`config.mk`:
```
export PLATFORM = sky130hd
export DESIGN_NAME = pdf_name_escape_decoder
export DESIGN_NICKNAME = d
export VERILOG_FILES = /design/src/rtl/pnd_pkg.sv /design/src/rtl/pdf_name_escape_decoder.sv /design/src/rtl/pnd_outq.sv
export SDC_FILE = /design/constraint.sdc
export NUM_CORES = 1
export LEC_CHECK = 0
export BUFFER_PORTS_ARGS = -buffer_cell sky130_fd_sc_hd__clkbuf_2
export CORE_MARGIN = 2
export CORE_UTILIZATION = 55
export DETAILED_ROUTE_END_ITERATION = 8
export PLACE_DENSITY = 0.83
export RECOVER_POWER = 25
export SLEW_MARGIN = 20
export SYNTH_ARGS = -nofsm -noshare
export SYNTH_HDL_FRONTEND = slang
export SYNTH_HIERARCHICAL = 1
export SYNTH_SLANG_ARGS = --single-unit
```
`constraint.sdc`:
```
create_clock -name clk -period 3.65 [get_ports clk]
set_input_delay 1.095 -clock clk [delete_from_list [all_inputs] [get_ports clk]]
set_output_delay 1.095 -clock clk [all_outputs]
set_load 0.02 [all_outputs]
```
`src/rtl/pnd_pkg.sv`:
```
package pnd_pkg;

	// Escape marker and radix of the two hex digits that follow it
	localparam logic [7:0] ESC_MARK = 8'h23;
	localparam int unsigned HEX_RADIX = 16;

	// Default depth of the result queue (power of two, at least 2)
	localparam int unsigned OUTQ_DEPTH = 4;

	// One decoded result
	typedef struct packed {
		logic [7:0] data;
		logic       last;
	} res_t;

	// Results produced by one decoded byte, up to two
	typedef struct packed {
		logic [1:0] cnt;
		res_t       r0;
		res_t       r1;
	} push_t;

	// Hex digit value; any non-hex byte counts as zero
	function automatic logic [3:0] hex_value(input logic [7:0] c);
		logic [3:0] v;
		v = 4'd0;
		if (c >= 8'h30 && c <= 8'h39) begin
			v = 4'(c - 8'h30);
		end else if (c >= 8'h61 && c <= 8'h66) begin
			v = 4'(c - 8'h61 + 8'd10);
		end else if (c >= 8'h41 && c <= 8'h46) begin
			v = 4'(c - 8'h41 + 8'd10);
		end
		return v;
	endfunction

endpackage

```
`src/rtl/pdf_name_escape_decoder.sv`:
```
// Removes '#' hex escapes from a name streamed one byte per transfer, tlast on
// the final byte. A '#' followed by two more bytes of the same name becomes one
// byte (high digit, low digit; case-insensitive, a non-hex byte counts as 0).
// If the name ends before two bytes follow a '#', the held bytes come out
// literally. One input byte is accepted every cycle while the result queue has
// room. A completed byte passes the input register, then the result queue, and
// is offered at the output from the queue. The rate is set by the single decode
// stage and the one-result-per-cycle read port of the queue (OUTQ_DEPTH
// entries), which absorbs the case of a name ending one byte after '#' that
// yields two bytes.
module pdf_name_escape_decoder #(
	parameter int unsigned OUTQ_DEPTH = pnd_pkg::OUTQ_DEPTH
) (
	input  logic       clk,
	input  logic       arst_n,
	input  logic       s_tvalid,
	output logic       s_tready,
	input  logic [7:0] s_tdata,    // in_byte[7:0]
	input  logic       s_tlast,    // in_last
	output logic       m_tvalid,
	input  logic       m_tready,
	output logic [7:0] m_tdata,    // out_byte[7:0]
	output logic       m_tlast     // out_last
);

	typedef enum logic [1:0] {
		PH_IDLE  = 2'd0,
		PH_MARK  = 2'd1,
		PH_DIGIT = 2'd2
	} phase_t;

	phase_t         phase_q, phase_d;
	logic [7:0]     held_q, held_d;
	logic           valid_s1;
	logic [7:0]     byte_s1;
	logic           last_s1;
	logic           room;
	logic           adv;
	pnd_pkg::push_t push;
	pnd_pkg::push_t dec;

	assign adv      = valid_s1 && room;
	assign s_tready = !valid_s1 || room;

	// Input register
	always_ff @(posedge clk or negedge arst_n) begin
		if (!arst_n) begin
			valid_s1 <= 1'b0;
		end else if (s_tready) begin
			valid_s1 <= s_tvalid;
		end
	end

	always_ff @(posedge clk) begin
		if (s_tready && s_tvalid) begin
			byte_s1 <= s_tdata;
			last_s1 <= s_tlast;
		end
	end

	// Escape decode of the registered byte
	always_comb begin
		phase_d    = PH_IDLE;
		held_d     = held_q;
		dec.cnt    = 2'd1;
		dec.r0     = '{data: byte_s1, last: last_s1};
		dec.r1     = '{data: byte_s1, last: 1'b1};
		unique case (phase_q)
			PH_MARK: begin
				if (last_s1) begin
					dec.cnt = 2'd2;
					dec.r0  = '{data: pnd_pkg::ESC_MARK, last: 1'b0};
				end else begin
					dec.cnt = 2'd0;
					held_d  = byte_s1;
					phase_d = PH_DIGIT;
				end
			end
			PH_DIGIT: begin
				dec.r0.data = 8'(32'(pnd_pkg::hex_value(held_q)) * pnd_pkg::HEX_RADIX
					+ 32'(pnd_pkg::hex_value(byte_s1)));
			end
			default: begin
				if (byte_s1 == pnd_pkg::ESC_MARK && !last_s1) begin
					dec.cnt = 2'd0;
					phase_d = PH_MARK;
				end
			end
		endcase
	end

	always_comb begin
		push     = dec;
		push.cnt = adv ? dec.cnt : 2'd0;
	end

	// Escape state
	always_ff @(posedge clk or negedge arst_n) begin
		if (!arst_n) begin
			phase_q <= PH_IDLE;
			held_q  <= 8'd0;
		end else if (adv) begin
			phase_q <= phase_d;
			held_q  <= held_d;
		end
	end

	pnd_outq #(
		.DEPTH(OUTQ_DEPTH)
	) u_outq (
		.clk      (clk),
		.arst_n   (arst_n),
		.push     (push),
		.room     (room),
		.m_tvalid (m_tvalid),
		.m_tready (m_tready),
		.m_tdata  (m_tdata),
		.m_tlast  (m_tlast)
	);

	a_two_only_on_short_escape: assert property (@(posedge clk) disable iff (!arst_n)
		push.cnt == 2'd2 |-> phase_q == PH_MARK && last_s1)
		else $error("two results outside a cut-short escape");

	a_digit_after_mark: assert property (@(posedge clk) disable iff (!arst_n)
		(adv && phase_q == PH_MARK && !last_s1) |=> phase_q == PH_DIGIT)
		else $error("first digit not held after marker");

	a_last_clears_phase: assert property (@(posedge clk) disable iff (!arst_n)
		(adv && last_s1) |=> phase_q == PH_IDLE)
		else $error("escape pending across end of name");

endmodule

```
`src/rtl/pnd_outq.sv`:
```
// Small result queue: takes up to two results per cycle, gives one per cycle while m_tready is high
module pnd_outq #(
	parameter int unsigned DEPTH = pnd_pkg::OUTQ_DEPTH
) (
	input  logic           clk,
	input  logic           arst_n,
	input  pnd_pkg::push_t push,
	output logic           room,
	output logic           m_tvalid,
	input  logic           m_tready,
	output logic [7:0]     m_tdata,   // out_byte[7:0]
	output logic           m_tlast    // out_last
);

	localparam int unsigned PW = $clog2(DEPTH);
	localparam int unsigned CW = $clog2(DEPTH + 1);

	pnd_pkg::res_t mem_q [DEPTH];
	logic [PW-1:0] wptr_q;
	logic [PW-1:0] rptr_q;
	logic [CW-1:0] count_q;
	logic          pop;
	logic [PW-1:0] wptr_p1;

	assign pop      = m_tvalid && m_tready;
	assign wptr_p1  = wptr_q + PW'(1);
	assign room     = count_q <= CW'(DEPTH - 2);
	assign m_tvalid = count_q != '0;
	assign m_tdata  = mem_q[rptr_q].data;
	assign m_tlast  = mem_q[rptr_q].last;

	// Storage writes
	always_ff @(posedge clk) begin
		if (push.cnt != 2'd0) begin
			mem_q[wptr_q] <= push.r0;
		end
		if (push.cnt == 2'd2) begin
			mem_q[wptr_p1] <= push.r1;
		end
	end

	// Pointers and fill count
	always_ff @(posedge clk or negedge arst_n) begin
		if (!arst_n) begin
			wptr_q  <= '0;
			rptr_q  <= '0;
			count_q <= '0;
		end else begin
			wptr_q  <= wptr_q + PW'(push.cnt);
			if (pop) begin
				rptr_q <= rptr_q + PW'(1);
			end
			count_q <= count_q + CW'(push.cnt) - CW'(pop);
		end
	end

	a_no_overflow: assert property (@(posedge clk) disable iff (!arst_n)
		push.cnt != 2'd0 |-> (CW + 1)'(count_q) + (CW + 1)'(push.cnt) <= (CW + 1)'(DEPTH))
		else $error("result queue overflow");

	a_count_track: assert property (@(posedge clk) disable iff (!arst_n)
		(push.cnt == 2'd0 && !pop) |=> $stable(count_q))
		else $error("queue count moved without a transfer");

endmodule

```
==> results.ini, run 1 <==
[run_status]
status = completed

[global_route]
grt_max_degree = 19
use_met2_pct = 36.0
track_usage_pct = 21.3
antenna_found_initial = 0
grt-ovfl-total = 0
grt_pass1_vias = 2038
met1_usage_pct = 26.2
globalRoute.busiestLayer = met2
use_met3_pct = 4.89
grt_pass1_wl_um = 10200

[timing]
setup_viol = 0
finalCritPeriodShare_pct = 84.5
slew_headroom_pct = 32.5
clock_skew_ps = 7.15
slew_viol_final = 0
fmax_mhz = 324
final.setup.worst_slack_ps = 564
rsz0062_at_grt = false
min_period_ps = 3090
tightest_slew_ps = 1010
finalHoldViolations = 0
setup_tns_ps = 0

[synth]
avgSynthCellArea_um2 = 13.8
synth_area_leaders = edfxtp_1 40%, dfrtp_1 13%, mux2_2 11%, mux4_2 6.0%, ha_1 4.4%
async_flop_share_pct = 28.6
ys_ff_latch = 63
synthMostInstantiatedCell = edfxtp_1
netlist_area_um2 = 3390
ys_top_cells_by_count = 45 x edfxtp_1, 33 x mux2_2, 18 x dfrtp_1, 15 x inv_1, 13 x nor2_1
synth.distinct_cells = 46
ys.flop_type = edfxtp_1
ys_seq_area_share_pct = 53.1
synth_top_area_share_pct = 39.9
yosysWarnings = 6
synth_largest_area_cell = edfxtp_1
synthCells = 245
synth-edff-count = 45

[detailed_routing]
wl_per_cell_um = 17.8
dr_total_vias = 2050
routed_via_density = 5.71
drt_iter0_drc = 145
drc_errors = 0
first_pass_iters = 4
ant_nets = 0
wl_um = 6390

[place]
io_buffers = 23
hpwl_um = 4520
dp_slack_ps = 440
place.gp.congestion = 0.898
place_area_um2 = 3620

[clocking]
clk_latency_ps = 340
cts_sinks = 63
clk_pin_slew_ps = 70
clockBufferDepth = 2
postCtsSetupBuffers = 0
cts.htree.levels = 3
cts_tree = built
cts_root_buf = clkbuf_8
cts_buffers = 9
hold_buffers = 0
cts.repair.resized = 0

[power]
ir_worst_vdd_mv = 0.420
p_leak_nw = 1.47
powerDensity_nw_per_um2 = 670

[floorplanning]
initial_core_util_pct = 56.9
rows = 28
die_area_um2 = 6810
fp.dieH_um = 82.5
die_x_um = 82.5
fp.coreArea_um2 = 5960
io_pins = 24

[layout]
multi_input_area_um2 = 1510
post-route-cell-area_um2 = 3800
seqCellArea_um2 = 1800
antenna_cells = 0
drive_above_1_share_pct = 33.8
nFillCells = 435
nets = 305
area_growth_pct = 12.2

[critical_path]
arrival_ps = 3170
required_ps = 3740
start_kind = flip-flop
cp_max_fo = 10
crit_type = reg2reg
endpoint_kind = flip-flop

[job]
timing.max_cap.violations = 0

[worst_hold_path]
hp-class = reg2reg

[cells in the final DEF, fill, tap and decap left out, types with 4 or more instances in the layout]
cell	count
inv_1	15
nand3_1	4
nor2_1	13
ha_1	12
conb_1	4
nor3_1	5
nand2_1	9
dfrtp_1	18
mux4_2	9
clkbuf_8	9
edfxtp_1	45
mux2_2	33
nand2b_1	6
mux2_4	9
xnor2_1	5
clkbuf_2	22
buf_4	7
o21ai_0	10
a21oi_1	5
[worst paths after layout]
check / to / depth (start not counted) / slack (ps) / startpoint
max: u_outq/mem_q[1][3] / 8 / 560 / byte_s1[0]
min: held_q[5] / 2 / 510 / held_q[5]
max reg2reg: u_outq/mem_q[1][3] / 8 / 560 / byte_s1[0]
min reg2reg: held_q[5] / 2 / 510 / held_q[5]
max in group asynchronous: held_q[6] / 1 / 2130 / arst_n
min in group asynchronous: held_q[2] / 1 / 900 / arst_n
[metal layers]
layer	wire length (um)	vias to the layer above
met3	315	10
met2	3240	48
met1	2740	999
met4	92	0
met5	0	-
li1	-	993
[metrics by stage]
stage | power [mW] | instances | hold WS (ps) | utilization (%)
2_1_floorplan | 1.75 | 248 | 450 | -
3_3_place_gp | 1.95 | 343 | 474 | 60.7
3_5_place_dp | 1.99 | 343 | 510 | 60.7
4_1_cts | 2.56 | 359 | 525 | 63.7
5_1_grt | 2.71 | 359 | 545 | 63.9
6_report | 2.55 | 359 | 515 | 63.9
[worst max-delay path, stage by stage, from the launching register on]
cell      delay (ps)
edfxtp_1         530
ha_1             210
nor2b_1          160
nand4_1          100
nor4_1           270
nor3_1           210
buf_4            210
nor4b_4          780
mux2_4           360
[final cells by class]
class                   instances  share of cell area, %
multi-input cells             160                   39.6
clock inverters                 6                   1.35
well taps                      75                   2.47
flip-flops and latches         63                   47.4
inverters                      15                   1.48
repair buffers                 30                   4.38
clock buffers                  10                   3.36
[kinds of logic (layout without fill, tap and decap cells)]
group,Yosys count,after routing,synth area share (%)
buffers and inverters,25,61,3.21
DFF,63,63,53.1
xor gates and xnor gates,6,6,1.55
adders and majority gates,13,13,5.02
and+or+nand+nor,52,52,9.00
muxes,52,52,21.2
other,1,4,0.111
AOI/OAI and AO/OA,33,33,6.75
[state kept, by name, summed over array words and instances, names as in the netlist]
signal          flops
byte_s1             8
held_q              8
last_s1             1
phase_q             2
u_outq/count_q      3
u_outq/mem_q       36
u_outq/rptr_q       2
u_outq/wptr_q       2
valid_s1            1
[power breakdown]
part / internal, mW / switching [mW] / leakage [nW] / total (mW)
combinational: 0.401 / 0.415 / 0.734 / 0.817
sequential: 0.970 / 0.192 / 0.644 / 1.16
clock: 0.306 / 0.262 / 0.0925 / 0.568
Power figures use the tool's default switching activity.
==> run 2: changes to the inputs <==
==> constraint.sdc (replaced) <==
create_clock -name clk -period 3.1 [get_ports clk]
set_input_delay 0.93 -clock clk [delete_from_list [all_inputs] [get_ports clk]]
set_output_delay 0.93 -clock clk [all_outputs]
set_load 0.02 [all_outputs]
==> results.ini, run 2 (synthesized netlist as in run 1, its figures left out) <==
[clocking]
clockBufferDepth = 2
clk_pin_slew_ps = 70
cts_buffers = 9
hold_buffers = 0
cts_tree = built
clk_latency_ps = 340
cts_root_buf = clkbuf_8
cts.htree.levels = 3
cts_sinks = 63

[power]
finalPower_mw = 3.11
powerDensity_nw_per_um2 = 805
ir_worst_vdd_mv = 0.569
p_leak_nw = 1.49

[critical_path]
critical_path.cell_chain = inv_1, ha_1, nand4_1, nor4_1, nor3_1, mux2i_1, nor2b_1
path_delay_family = simple AND/OR/NAND/NOR gates
cpPeakStageDelay_ps = 730
arrival_ps = 2850
cpMaxStageDelayCell = nor2b_1
critPathBufInv = 1
start_kind = flip-flop
crit_type = reg2reg
cp_max_fo = 9
required_ps = 3060
endpoint_kind = flip-flop

[layout]
post-route-cell-area_um2 = 3860
antenna_cells = 0
layout_commonest_cell = edfxtp_1
nFillCells = 464
nets = 309
area_growth_pct = 13.8
drive_above_1_share_pct = 35.8
most-common-layout-cells = 45 x edfxtp_1, 33 x mux2_2, 22 x clkbuf_2
top_regs = u_outq/mem_q x36, byte_s1 x8, held_q x8
seqCellArea_um2 = 1800
largest_reg_flops = 36
multi_input_area_um2 = 1500
top_register = u_outq/mem_q

[detailed_routing]
wl_per_cell_um = 18.0
ant_nets = 0
routed_via_density = 5.74
drc_errors = 0
wl_um = 6540
dr_total_vias = 2085
drt_iter0_drc = 105
first_pass_iters = 4

[floorplanning]
die_area_um2 = 6810
io_pins = 24
fp.coreArea_um2 = 5960
rows = 28
die_x_um = 82.5
fp.dieH_um = 82.5
initial_core_util_pct = 56.9

[worst_hold_path]
hp-class = reg2reg

[global_route]
grt-ovfl-total = 0
grt_max_degree = 19
grt_pass1_vias = 2138
track_usage_pct = 21.5
grt_pass1_wl_um = 10400
antenna_found_initial = 0

[place]
place_area_um2 = 3650
hpwl_um = 4600
place.gp.congestion = 0.840
io_buffers = 23

[timing]
slew_headroom_pct = 32.0
tightest_slew_ps = 1020
finalCritPeriodShare_pct = 93.4
clock_skew_ps = 5.69
rsz0062_at_grt = false
slew_viol_final = 0
finalHoldViolations = 0
setup_viol = 0
fmax_mhz = 345
setup_tns_ps = 0
min_period_ps = 2890

[run_status]
status = completed

[job]
timing.max_cap.violations = 0

-- run 2: changes by cell type in the layout (fill, tap and decap cells not counted), sizes merged --
cell | before | now
bufinv | 1 | 2
clkinv | 5 | 3
clkinvlp | 0 | 2
buf | 7 | 10
-- run 2: worst paths after layout --
check / slack, ps / cells after the start / start / end
hold reg to reg: 530 / 1 / held_q[6] / held_q[6]
setup reg to reg: 210 / 7 / phase_q[0] / u_outq/mem_q[3][0]
min in group asynchronous: 750 / 1 / arst_n / held_q[5]
max in group asynchronous: 1740 / 1 / arst_n / phase_q[1]
setup / recovery: 210 / 7 / phase_q[0] / u_outq/mem_q[3][0]
hold / removal: 530 / 1 / held_q[6] / held_q[6]
-- run 2: through the flow --
step,util (%),std cells,hold slack [ps],setup slack [ps]
6_report,64.8,363,527,205
5_1_grt,64.8,363,544,38.3
4_1_cts,64.8,363,528,176
3_5_place_dp,61.2,347,512,187
3_3_place_gp,61.2,347,481,391
2_1_floorplan,-,248,450,370
-- run 2: cell type report --
cell class	instances	share of cell area [%]
Inverter	15	1.46
Clock inverter	7	2.27
Sequential cell	63	46.7
Multi-Input combinational cell	160	38.8
Timing Repair Buffer	34	5.09
Clock buffer	9	3.21
Tap cell	75	2.43
-- run 2: per-layer routing --
layer,part of all wire [%],track usage (%)
met5,0,0
met4,1.6,8.36
met3,4.2,5.54
met2,50,35.6
met1,44,27.1
-- run 2: report_power, final --
| part | internal, mW | switching (mW) |
|---|---|---|
| combinational | 0.490 | 0.510 |
| clock | 0.445 | 0.315 |
| sequential | 1.14 | 0.203 |
| total | 2.08 | 1.03 |
-- run 2: repair_timing --
action | CTS | global route
endpoints found under the hold margin | 0 | 0
endpoints found under the setup margin | 0 | 9
buffers inserted | 0 | 0
resized for setup | 0 | 1
-- run 2: worst reg2reg max path: stages, from the launching register on --
cell and delay [ps]:
dfrtp_1 370, inv_1 50, ha_1 370, nand4_1 130, nor4_1 70, nor3_1 600
mux2i_1 190, nor2b_1 730
==> run 3: changes to the inputs <==
--- a/config.mk
+++ b/config.mk
@@ -14,5 +14,4 @@
 export SLEW_MARGIN = 20
 export SYNTH_ARGS = -nofsm -noshare
 export SYNTH_HDL_FRONTEND = slang
-export SYNTH_HIERARCHICAL = 1
 export SYNTH_SLANG_ARGS = --single-unit
==> results.ini, run 3 <==
[global_route]
grt_pass1_vias = 2217
met1_usage_pct = 29.4
grt_max_degree = 19
antenna_found_initial = 0
grt-ovfl-total = 0
grt_pass1_wl_um = 11100
use_met2_pct = 36.3
track_usage_pct = 22.7
use_met3_pct = 5.22
globalRoute.busiestLayer = met2

[power]
ir_worst_vdd_mv = 0.423
finalPower_mw = 3.14
powerDensity_nw_per_um2 = 836
p_leak_nw = 1.45

[clocking]
postCtsSetupBuffers = 0
cts_sinks = 63
clk_pin_slew_ps = 60
clockBufferDepth = 2
cts_buffers = 9
cts_tree = built
clk_latency_ps = 340
cts_root_buf = clkbuf_8
cts.htree.levels = 3
cts.repair.resized = 0
hold_buffers = 0

[place]
place_inst = 351
hpwl_um = 4900
dp_slack_ps = 361
place.gp.congestion = 0.890
io_buffers = 23

[layout]
layout_commonest_cell = edfxtp_1
antenna_cells = 0
drive_above_1_share_pct = 23.8
most-common-layout-cells = 41 x edfxtp_1, 22 x clkbuf_2, 19 x a22o_1
nets = 313
final-instance-count-excl-fill = 365
area_growth_pct = 10.1
top_regs = u_outq.mem_q x36, byte_s1 x8, held_q x8
largest_reg_flops = 36
top_register = u_outq.mem_q

[timing]
setup_tns_ps = 0
tightest_slew_ps = 1000
finalCritPeriodShare_pct = 88.8
fmax_mhz = 363
finalHoldViolations = 0
setup_viol = 0
rsz0062_at_grt = false
slew_headroom_pct = 33.1
final.setup.worst_slack_ps = 348
clock_skew_ps = 5.97
min_period_ps = 2750
slew_viol_final = 0

[job]
timing.max_cap.violations = 0

[critical_path]
arrival_ps = 2790
cp_max_fo = 12
rr_endpoint = u_outq.mem_q[1][6]
critPathBufInv = 1
r2r_start = phase_q[0]
reg2regPathDepth = 7
path_depth = 7
r2r_slack_ps = 350
start_kind = flip-flop
cpMaxStageDelayCell = ha_1
required_ps = 3140
crit_start = phase_q[0]
critical_path.cell_chain = inv_1, ha_1, and3b_1, nand3_2, or2_1, nor3_4, or2_2
endpoint_kind = flip-flop
path_delay_family = simple AND/OR/NAND/NOR gates
cp-endpoint = u_outq.mem_q[1][6]
crit_type = reg2reg
cpPeakStageDelay_ps = 420

[worst_hold_path]
hp-class = reg2reg

[floorplanning]
die_x_um = 82.8
initial_core_util_pct = 57.3
rows = 28
fp.coreArea_um2 = 5960
io_pins = 24
die_area_um2 = 6850
fp.dieH_um = 82.8

[detailed_routing]
routed_via_density = 6.21
first_pass_iters = 4
drc_errors = 0
dr_total_vias = 2266
ant_nets = 0
drt_iter0_drc = 171
wl_per_cell_um = 18.3
wl_um = 6670

[run_status]
status = completed

[synth]
synth-edff-count = 41
ys_seq_area_share_pct = 51.7
ys_top_cells_by_count = 41 x edfxtp_1, 19 x a22o_1, 18 x dfrtp_1, 16 x nor2_1, 13 x inv_1
ys.flop_type = edfxtp_1
synth_largest_area_cell = edfxtp_1
avgSynthCellArea_um2 = 13.0
synth_area_leaders = edfxtp_1 36%, dfrtp_1 13%, mux4_2 5.9%, a22o_1 4.9%, ha_1 4.4%
yosysWarnings = 0
synthMostInstantiatedCell = edfxtp_1
netlist_area_um2 = 3410
synth.distinct_cells = 62
ys_ff_latch = 63
async_flop_share_pct = 28.6
syn_nets = 289
synthCells = 263
synth_top_area_share_pct = 36.1

run 3: cell types whose count changed after synthesis, moves of 4 or more:
cell	change
nor2b_1	+4
a211o_1	+5
nor3_1	-4
o211ai_1	+5
edfxtp_1	-4
dfxtp_1	+4
a22o_1	+18
a221o_1	+4
mux2_2	-27
mux2_4	-9
o2bb2ai_1	+7
run 3: power by group:
group,internal (mW),leakage (nW),total [mW],switching [mW]
clock network,0.356,0.0884,0.660,0.304
logic,0.491,0.714,1.09,0.599
registers,1.14,0.648,1.39,0.244
total,1.99,1.45,3.14,1.15
run 3: worst min-delay path by stage:
stage                                  start            endpoint  slack [ps]  depth (start not counted)
final                     u_outq.mem_q[2][0]  u_outq.mem_q[2][0]         470                          1
after global routing      u_outq.mem_q[2][0]  u_outq.mem_q[2][0]         490                          1
after CTS                 u_outq.mem_q[2][0]  u_outq.mem_q[2][0]         470                          1
after detailed placement  u_outq.mem_q[0][0]  u_outq.mem_q[0][0]         450                          1
after global placement    u_outq.mem_q[2][0]  u_outq.mem_q[2][0]         450                          1
after floorplan           u_outq.mem_q[2][0]  u_outq.mem_q[2][0]         430                          1
run 3: area by class of cell:
cell class | count | area [um^2]
Inverter | 13 | 48.8
Sequential cell | 63 | 1760
Multi-Input combinational cell | 173 | 1530
Clock inverter | 5 | 51.3
Fill cell | 460 | 2200
Timing Repair Buffer | 27 | 144
Tap cell | 75 | 93.8
Clock buffer | 9 | 124
run 3: cell families (layout without fill, tap and decap cells):
kind of cell,after synthesis,count (layout),share of synthesized area (%)
compound gates,72,72,17.9
mux,16,16,8.22
xor+xnor,6,6,1.54
simple gates,66,66,12.3
buf+inv,27,54,3.48
flops,63,63,51.7
fa+ha+maj,13,13,4.99
run 3: routing by layer:
layer | part of all wire [%] | vias up
met2 | 49 | 70
met3 | 5.7 | 16
met1 | 43 | 1107
met5 | 0 | -
li1 | - | 1073
met4 | 2.1 | 0
run 3: through the flow:
| stage | instance area [um^2] | util, % | hold WS [ps] |
|---|---|---|---|
| 2_1_floorplan | 3410 | - | 430 |
| 3_3_place_gp | 3580 | 60.1 | 448 |
| 3_5_place_dp | 3580 | 60.1 | 454 |
| 4_1_cts | 3750 | 63.0 | 470 |
| 5_1_grt | 3750 | 63.0 | 488 |
| 6_report | 3750 | 63.0 | 468 |
